[src/rtl/sct_pkg.sv]
// Package: shared types, codes and classification helpers for the tokenizer.
package sct_pkg;

   localparam int KeywordChars = 9;
   localparam int WlenWidth = $clog2(KeywordChars + 2);
   localparam int FifoDepth = 4;
   localparam int FifoAw = $clog2(FifoDepth);

   localparam logic [5:0] K_EOF    = 6'd0;
   localparam logic [5:0] K_STRING = 6'd32;
   localparam logic [5:0] K_NUMBER = 6'd33;
   localparam logic [5:0] K_IDENT  = 6'd34;
   localparam logic [5:0] K_KW0    = 6'd35;
   localparam logic [5:0] K_ERROR  = 6'd44;

   typedef enum logic [3:0] {
      MODE_IDLE, MODE_OPER, MODE_IDENT, MODE_NUMBER, MODE_STRING,
      MODE_ESCAPE, MODE_LINE, MODE_BLOCK, MODE_BLOCK_STAR
   } mode_type;

   // byte classification computed by the front end
   typedef struct packed {
      logic [7:0] c;
      logic       is_space;
      logic       is_alpha;
      logic       is_digit;
      logic [5:0] single;
      logic [5:0] starter;
   } cls_type;

   typedef struct packed {
      logic [5:0] kind;
      logic [7:0] text;
      logic       tv;
      logic       done;
      logic       last;
   } rsp_type;

   function automatic logic [5:0] single_kind(input logic [7:0] c);
      case (c)
         ";": single_kind = 6'd1;   ",": single_kind = 6'd2;
         ".": single_kind = 6'd3;   "^": single_kind = 6'd10;
         "(": single_kind = 6'd25;  ")": single_kind = 6'd26;
         "[": single_kind = 6'd27;  "]": single_kind = 6'd28;
         "{": single_kind = 6'd29;  "}": single_kind = 6'd30;
         ":": single_kind = 6'd31;
         default: single_kind = 6'd0;
      endcase
   endfunction

   function automatic logic [5:0] starter_kind(input logic [7:0] c);
      case (c)
         "=": starter_kind = 6'd4;   "&": starter_kind = 6'd6;
         "|": starter_kind = 6'd8;   "!": starter_kind = 6'd11;
         "+": starter_kind = 6'd13;  "-": starter_kind = 6'd15;
         "*": starter_kind = 6'd17;  "/": starter_kind = 6'd19;
         "<": starter_kind = 6'd21;  ">": starter_kind = 6'd23;
         default: starter_kind = 6'd0;
      endcase
   endfunction

endpackage

[src/rtl/sct_front.sv]
// Front end: input register and byte classification.
module sct_front import sct_pkg::*; (
   input  logic       clock,
   input  logic       reset,
   input  logic       in_valid,
   output logic       in_ready,
   input  logic [7:0] in_byte,
   output logic       cls_valid,
   input  logic       cls_ready,
   output cls_type    cls
);
   logic    valid_ff, valid_in;
   cls_type cls_ff, cls_in;

   assign in_ready = !valid_ff || cls_ready;
   assign cls_valid = valid_ff;
   assign cls = cls_ff;

   always_comb begin
      cls_in.c        = in_byte;
      cls_in.is_space = (in_byte == 8'h20) || (in_byte >= 8'd9 && in_byte <= 8'd13);
      cls_in.is_alpha = (in_byte >= "a" && in_byte <= "z") || (in_byte >= "A" && in_byte <= "Z");
      cls_in.is_digit = in_byte >= "0" && in_byte <= "9";
      cls_in.single   = single_kind(in_byte);
      cls_in.starter  = starter_kind(in_byte);
      valid_in = in_ready ? in_valid : valid_ff;
   end

   always_ff @(posedge clock) begin
      if (reset) valid_ff <= 1'b0;
      else valid_ff <= valid_in;
      if (in_valid && in_ready) cls_ff <= cls_in;
   end
endmodule

[src/rtl/sct_back.sv]
// Back end: lexer state machine producing up to two results per byte.
module sct_back import sct_pkg::*; (
   input  logic    clock,
   input  logic    reset,
   input  logic    cls_valid,
   output logic    cls_ready,
   input  cls_type cls,
   output logic    push,
   output rsp_type push_data [3],
   output logic [1:0] push_count,
   input  logic [FifoAw:0] fifo_free
);
   mode_type   mode_ff, mode_in;
   logic [7:0] pend_ff, pend_in;
   logic [WlenWidth-1:0] wlen_ff, wlen_in;
   logic [7:0] kwbuf_ff [KeywordChars];
   logic       kw_we;
   logic [7:0] c;
   rsp_type    r [3];
   logic [1:0] n;
   logic [5:0] wkind, pk;
   logic       is_word;

   assign c = cls.c;
   assign cls_ready = fifo_free >= (FifoAw+1)'(3);
   assign push = cls_valid && cls_ready;
   assign is_word = cls.is_alpha || cls.is_digit || c == "_";

   function automatic logic kw_match(input logic [7:0] b [KeywordChars],
                                     input logic [WlenWidth-1:0] len,
                                     input logic [8*KeywordChars-1:0] s,
                                     input int l);
      logic ok;
      ok = (len == WlenWidth'(l));
      for (int i = 0; i < KeywordChars; i++)
         if (i < l && b[i] != s[8*(l-1-i) +: 8]) ok = 1'b0;
      return ok;
   endfunction

   always_comb begin
      wkind = K_IDENT;
      if      (kw_match(kwbuf_ff, wlen_ff, 72'("type"), 4))      wkind = K_KW0;
      else if (kw_match(kwbuf_ff, wlen_ff, 72'("if"), 2))        wkind = K_KW0 + 6'd1;
      else if (kw_match(kwbuf_ff, wlen_ff, 72'("ifn"), 3))       wkind = K_KW0 + 6'd2;
      else if (kw_match(kwbuf_ff, wlen_ff, 72'("int8"), 4))      wkind = K_KW0 + 6'd3;
      else if (kw_match(kwbuf_ff, wlen_ff, 72'("else"), 4))      wkind = K_KW0 + 6'd4;
      else if (kw_match(kwbuf_ff, wlen_ff, 72'("for"), 3))       wkind = K_KW0 + 6'd5;
      else if (kw_match(kwbuf_ff, wlen_ff, 72'("while"), 5))     wkind = K_KW0 + 6'd6;
      else if (kw_match(kwbuf_ff, wlen_ff, 72'("return"), 6))    wkind = K_KW0 + 6'd7;
      else if (kw_match(kwbuf_ff, wlen_ff, 72'("namespace"), 9)) wkind = K_KW0 + 6'd8;
   end

   function automatic rsp_type mk(input logic [5:0] k, input logic [7:0] t, input logic tv,
                                  input logic d);
      rsp_type x;
      x.kind = k; x.text = t; x.tv = tv; x.done = d; x.last = 1'b0;
      return x;
   endfunction

   always_comb begin
      logic idle_pass;
      idle_pass = 1'b0;
      mode_in = mode_ff;
      pend_in = pend_ff;
      wlen_in = wlen_ff;
      kw_we = 1'b0;
      n = 2'd0;
      for (int i = 0; i < 3; i++) r[i] = mk(K_EOF, 8'd0, 1'b0, 1'b0);
      pk = starter_kind(pend_ff);
      unique case (mode_ff)
         MODE_OPER: begin
            pend_in = 8'd0;
            mode_in = MODE_IDLE;
            if (pend_ff == "/" && c == "/") mode_in = MODE_LINE;
            else if (pend_ff == "/" && c == "*") mode_in = MODE_BLOCK;
            else if (pk != 6'd0 && c == ((pend_ff == "&" || pend_ff == "|") ? pend_ff : 8'h3d)) begin
               r[0] = mk(pk + 6'd1, 8'd0, 1'b0, 1'b1); n = 2'd1;
            end else begin
               r[0] = mk((pk != 6'd0) ? pk : K_ERROR, 8'd0, 1'b0, 1'b1); n = 2'd1;
               idle_pass = 1'b1;
            end
         end
         MODE_IDENT: begin
            if (is_word) begin
               if (wlen_ff < WlenWidth'(KeywordChars)) begin
                  kw_we = 1'b1; wlen_in = wlen_ff + 1'b1;
               end else wlen_in = WlenWidth'(KeywordChars + 1);
               r[0] = mk(K_IDENT, c, 1'b1, 1'b0); n = 2'd1;
            end else begin
               r[0] = mk(wkind, 8'd0, 1'b0, 1'b1); n = 2'd1; idle_pass = 1'b1;
            end
         end
         MODE_NUMBER: begin
            if (cls.is_digit || c == ".") begin
               r[0] = mk(K_NUMBER, c, 1'b1, 1'b0); n = 2'd1;
            end else begin
               r[0] = mk(K_NUMBER, 8'd0, 1'b0, 1'b1); n = 2'd1; idle_pass = 1'b1;
            end
         end
         MODE_STRING: begin
            if (c == 8'h22) begin
               r[0] = mk(K_STRING, 8'd0, 1'b0, 1'b1); n = 2'd1; mode_in = MODE_IDLE;
            end else if (c == 8'h5c) mode_in = MODE_ESCAPE;
            else if (c == 8'd0) begin
               r[0] = mk(K_ERROR, 8'd0, 1'b0, 1'b1); r[1] = mk(K_EOF, 8'd0, 1'b0, 1'b1);
               n = 2'd2; mode_in = MODE_IDLE;
            end else begin
               r[0] = mk(K_STRING, c, 1'b1, 1'b0); n = 2'd1;
            end
         end
         MODE_ESCAPE: begin
            mode_in = MODE_STRING;
            n = 2'd1;
            case (c)
               "n": r[0] = mk(K_STRING, 8'h0a, 1'b1, 1'b0);
               "t": r[0] = mk(K_STRING, 8'h09, 1'b1, 1'b0);
               8'h22: r[0] = mk(K_STRING, 8'h22, 1'b1, 1'b0);
               8'h5c: r[0] = mk(K_STRING, 8'h5c, 1'b1, 1'b0);
               "v": r[0] = mk(K_STRING, 8'h0b, 1'b1, 1'b0);
               "r": r[0] = mk(K_STRING, 8'h0d, 1'b1, 1'b0);
               "f": r[0] = mk(K_STRING, 8'h0c, 1'b1, 1'b0);
               "0": r[0] = mk(K_STRING, 8'h00, 1'b1, 1'b0);
               8'd0: begin
                  r[0] = mk(K_ERROR, 8'd0, 1'b0, 1'b1); r[1] = mk(K_EOF, 8'd0, 1'b0, 1'b1);
                  n = 2'd2; mode_in = MODE_IDLE;
               end
               default: n = 2'd0;
            endcase
         end
         MODE_LINE: begin
            if (c == 8'h0a) mode_in = MODE_IDLE;
            else if (c == 8'd0) idle_pass = 1'b1;
         end
         MODE_BLOCK, MODE_BLOCK_STAR: begin
            if (c == 8'd0) idle_pass = 1'b1;
            else if (mode_ff == MODE_BLOCK_STAR && c == "/") mode_in = MODE_IDLE;
            else mode_in = (c == "*") ? MODE_BLOCK_STAR : MODE_BLOCK;
         end
         default: idle_pass = 1'b1;
      endcase

      if (idle_pass) begin
         mode_in = MODE_IDLE;
         if (c == 8'd0) begin
            r[n] = mk(K_EOF, 8'd0, 1'b0, 1'b1); n = n + 2'd1;
         end else if (cls.is_space) begin
         end else if (cls.single != 6'd0) begin
            r[n] = mk(cls.single, 8'd0, 1'b0, 1'b1); n = n + 2'd1;
         end else if (cls.starter != 6'd0) begin
            mode_in = MODE_OPER; pend_in = c;
         end else if (c == 8'h22) mode_in = MODE_STRING;
         else if (cls.is_alpha || c == "_") begin
            mode_in = MODE_IDENT; wlen_in = WlenWidth'(1); kw_we = 1'b1;
            r[n] = mk(K_IDENT, c, 1'b1, 1'b0); n = n + 2'd1;
         end else if (cls.is_digit) begin
            mode_in = MODE_NUMBER;
            r[n] = mk(K_NUMBER, c, 1'b1, 1'b0); n = n + 2'd1;
         end else begin
            r[n] = mk(K_ERROR, 8'd0, 1'b0, 1'b1); n = n + 2'd1;
         end
      end
      if (n != 2'd0) r[n - 2'd1].last = 1'b1;
      for (int i = 0; i < 3; i++) push_data[i] = r[i];
      push_count = n;
   end

   always_ff @(posedge clock) begin
      if (reset) begin
         mode_ff <= MODE_IDLE;
         pend_ff <= 8'd0;
         wlen_ff <= '0;
      end else if (push) begin
         mode_ff <= mode_in;
         pend_ff <= pend_in;
         wlen_ff <= wlen_in;
      end
      // new word always restarts at entry 0 (wlen_in is 1 then)
      if (push && kw_we) kwbuf_ff[wlen_in[$clog2(KeywordChars)-1:0] - 1'b1] <= c;
   end

   a_wlen_bound: assert property (@(posedge clock) disable iff (reset)
      wlen_ff <= WlenWidth'(KeywordChars + 1)) else $error("word length overflow");
   a_pend_oper: assert property (@(posedge clock) disable iff (reset)
      mode_ff == MODE_OPER |-> starter_kind(pend_ff) != 6'd0) else $error("bad pending op");
   a_room: assert property (@(posedge clock) disable iff (reset)
      push |-> fifo_free >= (FifoAw+1)'(push_count)) else $error("queue overrun");
endmodule

[src/rtl/sct_queue.sv]
// Result queue: accepts up to three results a cycle, delivers one.
module sct_queue import sct_pkg::*; (
   input  logic       clock,
   input  logic       reset,
   input  logic       push,
   input  rsp_type    push_data [3],
   input  logic [1:0] push_count,
   output logic [FifoAw:0] fifo_free,
   output logic       out_valid,
   input  logic       out_ready,
   output rsp_type    out_data
);
   rsp_type mem_ff [FifoDepth];
   logic [FifoAw-1:0] wp_ff, rp_ff;
   logic [FifoAw:0]   cnt_ff, cnt_in;
   logic pop;

   assign out_valid = cnt_ff != '0;
   assign out_data = mem_ff[rp_ff];
   assign pop = out_valid && out_ready;
   assign fifo_free = (FifoAw+1)'(FifoDepth) - cnt_ff;

   always_comb begin
      cnt_in = cnt_ff - (FifoAw+1)'(pop);
      if (push) cnt_in = cnt_in + (FifoAw+1)'(push_count);
   end

   always_ff @(posedge clock) begin
      if (reset) begin
         wp_ff <= '0; rp_ff <= '0; cnt_ff <= '0;
      end else begin
         cnt_ff <= cnt_in;
         if (pop) rp_ff <= rp_ff + 1'b1;
         if (push) wp_ff <= wp_ff + FifoAw'(push_count);
      end
      if (push)
         for (int i = 0; i < 3; i++)
            if (2'(i) < push_count) mem_ff[wp_ff + FifoAw'(i)] <= push_data[i];
   end

   a_cnt: assert property (@(posedge clock) disable iff (reset)
      cnt_ff <= (FifoAw+1)'(FifoDepth)) else $error("queue count");
   a_ptr: assert property (@(posedge clock) disable iff (reset)
      FifoAw'(wp_ff - rp_ff) == cnt_ff[FifoAw-1:0]) else $error("queue pointers");
endmodule

[src/rtl/source_code_tokenizer_unit.sv]
// Top level: streaming source tokenizer.
// Usage:
//  - req_ channel carries one source byte per transfer; byte 0 ends the
//    source and always yields an eof token, then the lexer returns to idle.
//  - rsp_ channel carries result transfers; each input byte gives 0 to 2
//    results, and the last one of a byte carries rsp_tlast.
//  - Throughput is one byte per cycle while the result queue has room for
//    three results; set by the 4-entry queue between lexer and output.
//  - A byte's first result passes the input register, then the lexer
//    writes it into the queue, where the output reads it.
//  - Word text streams as identifier (34); the closing result gives the
//    final keyword or identifier kind, decided from a 9-byte word buffer.
//  - When rsp_tready is low the queue fills and req_tready drops; nothing
//    is lost. Reset (synchronous) empties the queue, lexer goes idle.
module source_code_tokenizer_unit import sct_pkg::*; (
   input  logic        clock,
   input  logic        reset,
   input  logic        req_tvalid,
   output logic        req_tready,
   input  logic [7:0]  req_tdata,   // [7:0] source_byte
   output logic        rsp_tvalid,
   input  logic        rsp_tready,
   output logic [15:0] rsp_tdata,   // [5:0] token_kind, [13:6] text_byte, [15:14] zero
   output logic [1:0]  rsp_tuser,   // [0] text_valid, [1] token_done
   output logic        rsp_tlast
);
   logic       cls_valid, cls_ready, push;
   cls_type    cls;
   rsp_type    push_data [3];
   rsp_type    out_data;
   logic [1:0] push_count;
   logic [FifoAw:0] fifo_free;

   sct_front u_front (
      .clock, .reset, .in_valid(req_tvalid), .in_ready(req_tready), .in_byte(req_tdata),
      .cls_valid, .cls_ready, .cls
   );

   sct_back u_back (
      .clock, .reset, .cls_valid, .cls_ready, .cls, .push, .push_data, .push_count,
      .fifo_free
   );

   sct_queue u_queue (
      .clock, .reset, .push, .push_data, .push_count, .fifo_free,
      .out_valid(rsp_tvalid), .out_ready(rsp_tready), .out_data
   );

   assign rsp_tdata = {2'b00, out_data.text, out_data.kind};
   assign rsp_tuser = {out_data.done, out_data.tv};
   assign rsp_tlast = out_data.last;
endmodule
[config.mk]
export PLATFORM = sky130hd
export DESIGN_NAME = source_code_tokenizer_unit
export DESIGN_NICKNAME = d
export VERILOG_FILES = /design/src/rtl/sct_pkg.sv /design/src/rtl/sct_front.sv /design/src/rtl/sct_back.sv /design/src/rtl/sct_queue.sv /design/src/rtl/source_code_tokenizer_unit.sv
export SDC_FILE = /design/constraint.sdc
export NUM_CORES = 1
export LEC_CHECK = 0
export BUFFER_PORTS_ARGS = -buffer_cell sky130_fd_sc_hd__buf_2
export CAP_MARGIN = 20
export CORE_MARGIN = 2
export CORE_UTILIZATION = 42
export DETAILED_ROUTE_END_ITERATION = 16
export PLACE_DENSITY = 0.63
export SLEW_MARGIN = 5
export SYNTH_ARGS = -nofsm -noshare
export SYNTH_HDL_FRONTEND = slang
export SYNTH_SLANG_ARGS = --single-unit
[constraint.sdc]
create_clock -name clock -period 5 [get_ports clock]
set_input_delay 0.25 -clock clock [delete_from_list [all_inputs] [get_ports clock]]
set_output_delay 0.25 -clock clock [all_outputs]
set_load 0.005 [all_outputs]
; Word-level counts from Yosys, hierarchy flattened
; Memories as Yosys holds them, arrays and structs flattened. A register that Yosys moved wholly into a read port is not among the register bits.
; Cells that the tools add are included.
[totals]
reg_bits = 119
ramBits = 68
input_bits = 12
output_inout_bits = 21
word_cells = 401
mem_count = 1
[classes]
add_sub_neg = 12
n_lt_le_gt_ge = 19
n_eq_ne = 97
n_mux = 204
n_bitwise = 9
n_reduce_logical = 37
[memory_table]
columns = memory, words, word_bits, read_ports, rd_clocked_by_memory_dff, write_ports, line_no
row1 = u_queue.mem_ff, 4, 17, 1, 1, 2, sct_queue.sv:13  ; rsp_type mem_ff [FifoDepth];
[ops]
columns = operator, count
row1 = $mux 51, 9
row2 = $ne 8x7->1 const B, 33
row3 = $eq 8x6->1 const B, 30
row4 = $bwmux 51, 4
row5 = $pmux 17 s9, 1
row6 = $mux 17, 8
row7 = $eq 8x7->1 const B, 14
row8 = $mux 1, 105
row9 = $mux 4, 26
row10 = $pmux 5 s10, 2
row11 = $pmux 17 s5, 1
row12 = $bwmux 72, 1
row13 = $demux 17 s2, 2
row14 = $mux 8, 8
row15 = $pmux 5 s11, 1
row16 = $mux 6, 9
row17 = $and 48x48->48, 1
row18 = $not 48->48, 1
row19 = $and 39x39->39, 1
row20 = $not 39->39, 1
row21 = $mux 34, 1
row22 = $pmux 17 s2, 1
row23 = $demux 8 s4, 1
row24 = $mux 2, 15
row25 = other kinds (56), 102

; Depth between registers and ports, before layout
[depth]
depth_word = 64
ltp_mapped = 17
ltp_nobuf = 16

; Hierarchy
; Synthesis repeated with hierarchy kept, for this count alone.
[unflattened]
hier_cells = 1060
area_unflattened_um2 = 12221.7
[by_module_without_submodules]
columns = mod, instances, cells_per_inst, area_per_inst_um2, seq_area_each_um2
row1 = sct_back, 1, 618, 5923.2, 2482.4
row2 = sct_queue, 1, 313, 4911.0, 2222.1
row3 = sct_front, 1, 126, 1368.8, 650.6
row4 = source_code_tokenizer_unit, 1, 3, 18.8, 0.0

; Worst setup path after synthesis
; OpenSTA, ideal clock, no wires.
[synth_path]
path_kind = register to register
from = reg u_front.cls_ff (netlist bit u_front.cls[22])
to = mem u_queue.mem_ff[0][0] (netlist bit) (enable)
setup_time_ns = 0.419
arrival_ns = 4.217
t_required_ns = 4.581
setup_slack_ns = 0.364
path_stages_with_launch = 13
path_buffers = 2
period_less_slack_ns = 4.636
cell_sequence = edfxtp_1 -> buf_6 -> nand4bb_1 -> nor4_1 -> a41o_1 -> o21ai_0 -> and2_0 -> ha_1 -> nand3_1 -> o21ai_2 -> buf_4 -> nor2_1 -> o32ai_1
[synth_lines]
columns = item, line_no
row1 = start: declaration, sct_front.sv:13  ; cls_type cls_ff, cls_in;
row2 = start signal: assignment, sct_front.sv:32  ; if (in_valid && in_ready) cls_ff <= cls_in;
row3 = end: declaration, sct_queue.sv:13

==> results by group <==
Run status
  • Status: complete, no violations

Final layout
  • Post-route cell area: about 12000 um2
  • Layout cells sized above 1: ~17%
  • Ant diodes: 0
  • Synth-to-Final Area Change: 10.95%
  • NumNets Final: about 1000

Timing
  • Worst Setup Slack, final: 542.4 ps
  • RSZ-0062 raised after global routing: no
  • Final Slew Violations: 0
  • Worst-Margin Slew: about 980 ps
  • Setup Skew: ~13 ps
  • Period utilization: between 80% and 90%
  • WHS: about 84 ps
  • # setup viols final: 0
  • Fin crit period: about 4500 ps
  • Final hold violation count: 0
  • Worst slew margin: between 30% and 40%
  • Setup TNS Final: 0 ps
  • Fmax: 224.3 MHz

Worst setup path
  • Worst Setup Path Type: flop to flop
  • CP arrival: between 4000 and 5000 ps
  • CP Max Fanout: 11
  • R2R setup slack: 540 ps
  • CP startpoint kind: flop
  • Crit path required time: approximately 5200 ps
  • CP Capture Type: flop

Die
  • Site row count: a little under 60
  • Die height: 164.0 um
  • DIE AREA: approximately 27000 um2
  • Starting Density: between 40% and 50%
  • Die Wd: ~160 um
  • Core Area: roughly 25000 um2
  • Top Ports: 33

Min path
  • Min-delay worst type: input port to flop

Logic synthesis
  • Synth area leaders: edfxtp_1 45%, dfxtp_1 4.8%, a21oi_1 4.0%
  • Average size of a mapped cell: 10.81 um2
  • Most frequent cell after synthesis: edfxtp_1
  • Distinct cells, synth: around 100
  • Post-synthesis instance total: slightly below 1000
  • Post-synth top cells: 161 x edfxtp_1, 87 x a21oi_1, 86 x nor2_1, 64 x nand2_1, 46 x clkbuf_1
  • Mapped cell area: ~11000 um2
  • Synth top area share: roughly 45%
  • Post-synth ARST share: 0%
  • Seq/Total Area, Yosys: between 40% and 50%
  • EDFF count, synth: around 160
  • Primary FF master, synth: edfxtp_1
  • #FFs+latches synth: between 150 and 200
  • Yosys warns: 0
  • Yosys top cell by area: edfxtp_1

Drt
  • Number of DRC markers in iteration 0: 751
  • Drt drc: 0
  • Vias per inst: approximately 6.2
  • Routed wire length: between 20 and 30 mm
  • DRT Pass-1 Iters: 5
  • Via count: ~8400
  • Final ANT Viol Nets: 0
  • Routed len/inst: 21.25 um

Clock tree
  • Post-CTS Setup Bufs: 0
  • CTS Buf Count: 17
  • Clock Sinks: between 150 and 200
  • Resize count post-CTS: 0
  • CTS tree: built
  • Post-cts hold buffer count: 0
  • Clock Path Buffers: 2
  • Clock-pin slew on the worst setup and hold paths: about 70 ps
  • Clk_lat worst skew: roughly 440 ps
  • CTS root buffer: clkbuf_16
  • H-tree levels: 4

Global route
  • Grt total ovfl: 0
  • Largest net degree at the start of global routing: 29
  • Initial antenna violation count: 0
  • Tot GR Track Use: ~22%
  • Vias in the first global route: approximately 7900
  • First-pass GRT wire length: approximately 45 mm

Power and ir drop
  • Overall Power: 5.272 mW
  • Power Density: between 400 and 500 nW/um2
  • Static leakage: 4.057 nW
  • VDD IR-drop max: around 0.00026 V

Place
  • Gpl congestion: approximately 0.95
  • Worst slack, placed: about 650 ps
  • Hpwl dp: 20.68 mm
  • Placed Area: ~11000 um2
  • # port buffers: 30

Run
  • Max cap viols: 0
## through the flow
stage / util [%] / instances
after floorplan: - / 996
after global placement: 45.02 / 1326
after detailed placement: 45.06 / 1327
after CTS: 47.37 / 1359
after global routing: 47.37 / 1359
final: 47.37 / 1359
## routing by layer
| metal | share of wire [%] | track usage (%) | routed length [um] | vias up |
|---|---|---|---|---|
| li1 | - | - | - | 3934 |
| met1 | 46 | 31.47 | 13220 | 4126 |
| met2 | 46 | 34.22 | 13170 | 307 |
| met3 | 6.7 | 4.141 | 1930 | 37 |
| met4 | 1.9 | 6.419 | 555 | 0 |
| met5 | 0 | 0 | 0 | - |
## placed cells by master, fill, tap and decap left out, drive strengths merged, types with 11 or more instances in the layout
| cell type | n |
|---|---|
| nand2b | 13 |
| buf | 70 |
| nor2b | 18 |
| dfxtp | 26 |
| ha | 16 |
| a31oi | 16 |
| o211ai | 15 |
| nor3 | 21 |
| nor2 | 87 |
| nand4 | 15 |
| inv | 31 |
| mux2i | 19 |
| nand3b | 12 |
| nand3 | 26 |
| edfxtp | 161 |
| nand2 | 66 |
| nor4 | 18 |
| o21ai | 50 |
| mux4 | 17 |
| a211oi | 14 |
| clkbuf | 17 |
| nor3b | 11 |
| a21oi | 89 |
## worst paths after layout
check / startpoint / endpoint / depth (start not counted)
worst max-delay path: u_front.cls[19]$_DFFE_PP_ / u_queue.mem_ff[0][7]$_DFFE_PP_ / 13
worst min-delay path: req_tvalid / u_front.cls_valid$_SDFFE_PP0N_ / 3
worst max register to register: u_front.cls[19]$_DFFE_PP_ / u_queue.mem_ff[0][7]$_DFFE_PP_ / 13
worst min register to register: u_front.cls_valid$_SDFFE_PP0N_ / u_front.cls_valid$_SDFFE_PP0N_ / 2
## critical path, cell delays in order, from the launching register on
cell,delay [ps]
edfxtp_1,600
nor4b_2,510
and4_1,340
a41oi_1,170
nor2_1,270
and2_0,320
ha_1,240
nand3_1,140
or4_1,510
a211oi_1,350
nor2_1,150
nand3_1,110
nand2_1,200
a211oi_1,340
## cell type report
class / instances / area, um2
fill: 2311 / 13250
sequential: 187 / 5355
multi-input combinational: 717 / 5039
timing repair buffer: 70 / 454.2
clock buffer: 17 / 425.4
tap: 330 / 412.9
clock inverter: 15 / 156.4
inverter: 23 / 86.33
## kinds of logic (layout without fill, tap and decap cells)
family	Yosys count	in the layout	synth area share, %
AO/OA/AOI/OAI	273	273	17.27
multiplexers	41	41	5.888
adder cells (fa/ha/maj)	17	17	2.048
flip-flops	187	187	49.81
AND/OR/NAND/NOR	371	371	20.28
XOR/XNOR	13	13	1.059
buffers and inverters	92	125	3.608
other	1	2	0.03488
## power by group
group / total [mW] / internal, mW / switching, mW
combinational: 1.84 / 0.722 / 1.12
clock: 1.34 / 0.707 / 0.636
sequential: 2.09 / 1.96 / 0.130
## state kept, by name (all words and copies together) (netlist names), named ones only
signal,count
u_back.kwbuf_ff,72
u_queue.mem_ff,68
u_queue.wp_ff,2
u_back.pend_ff,8
u_back.wlen_ff,4
u_front.cls_valid,1
u_back.mode_ff,4
u_front.cls,21
u_queue.cnt_ff,3
u_queue.rp_ff,2
(Power assumes the default switching activity.)
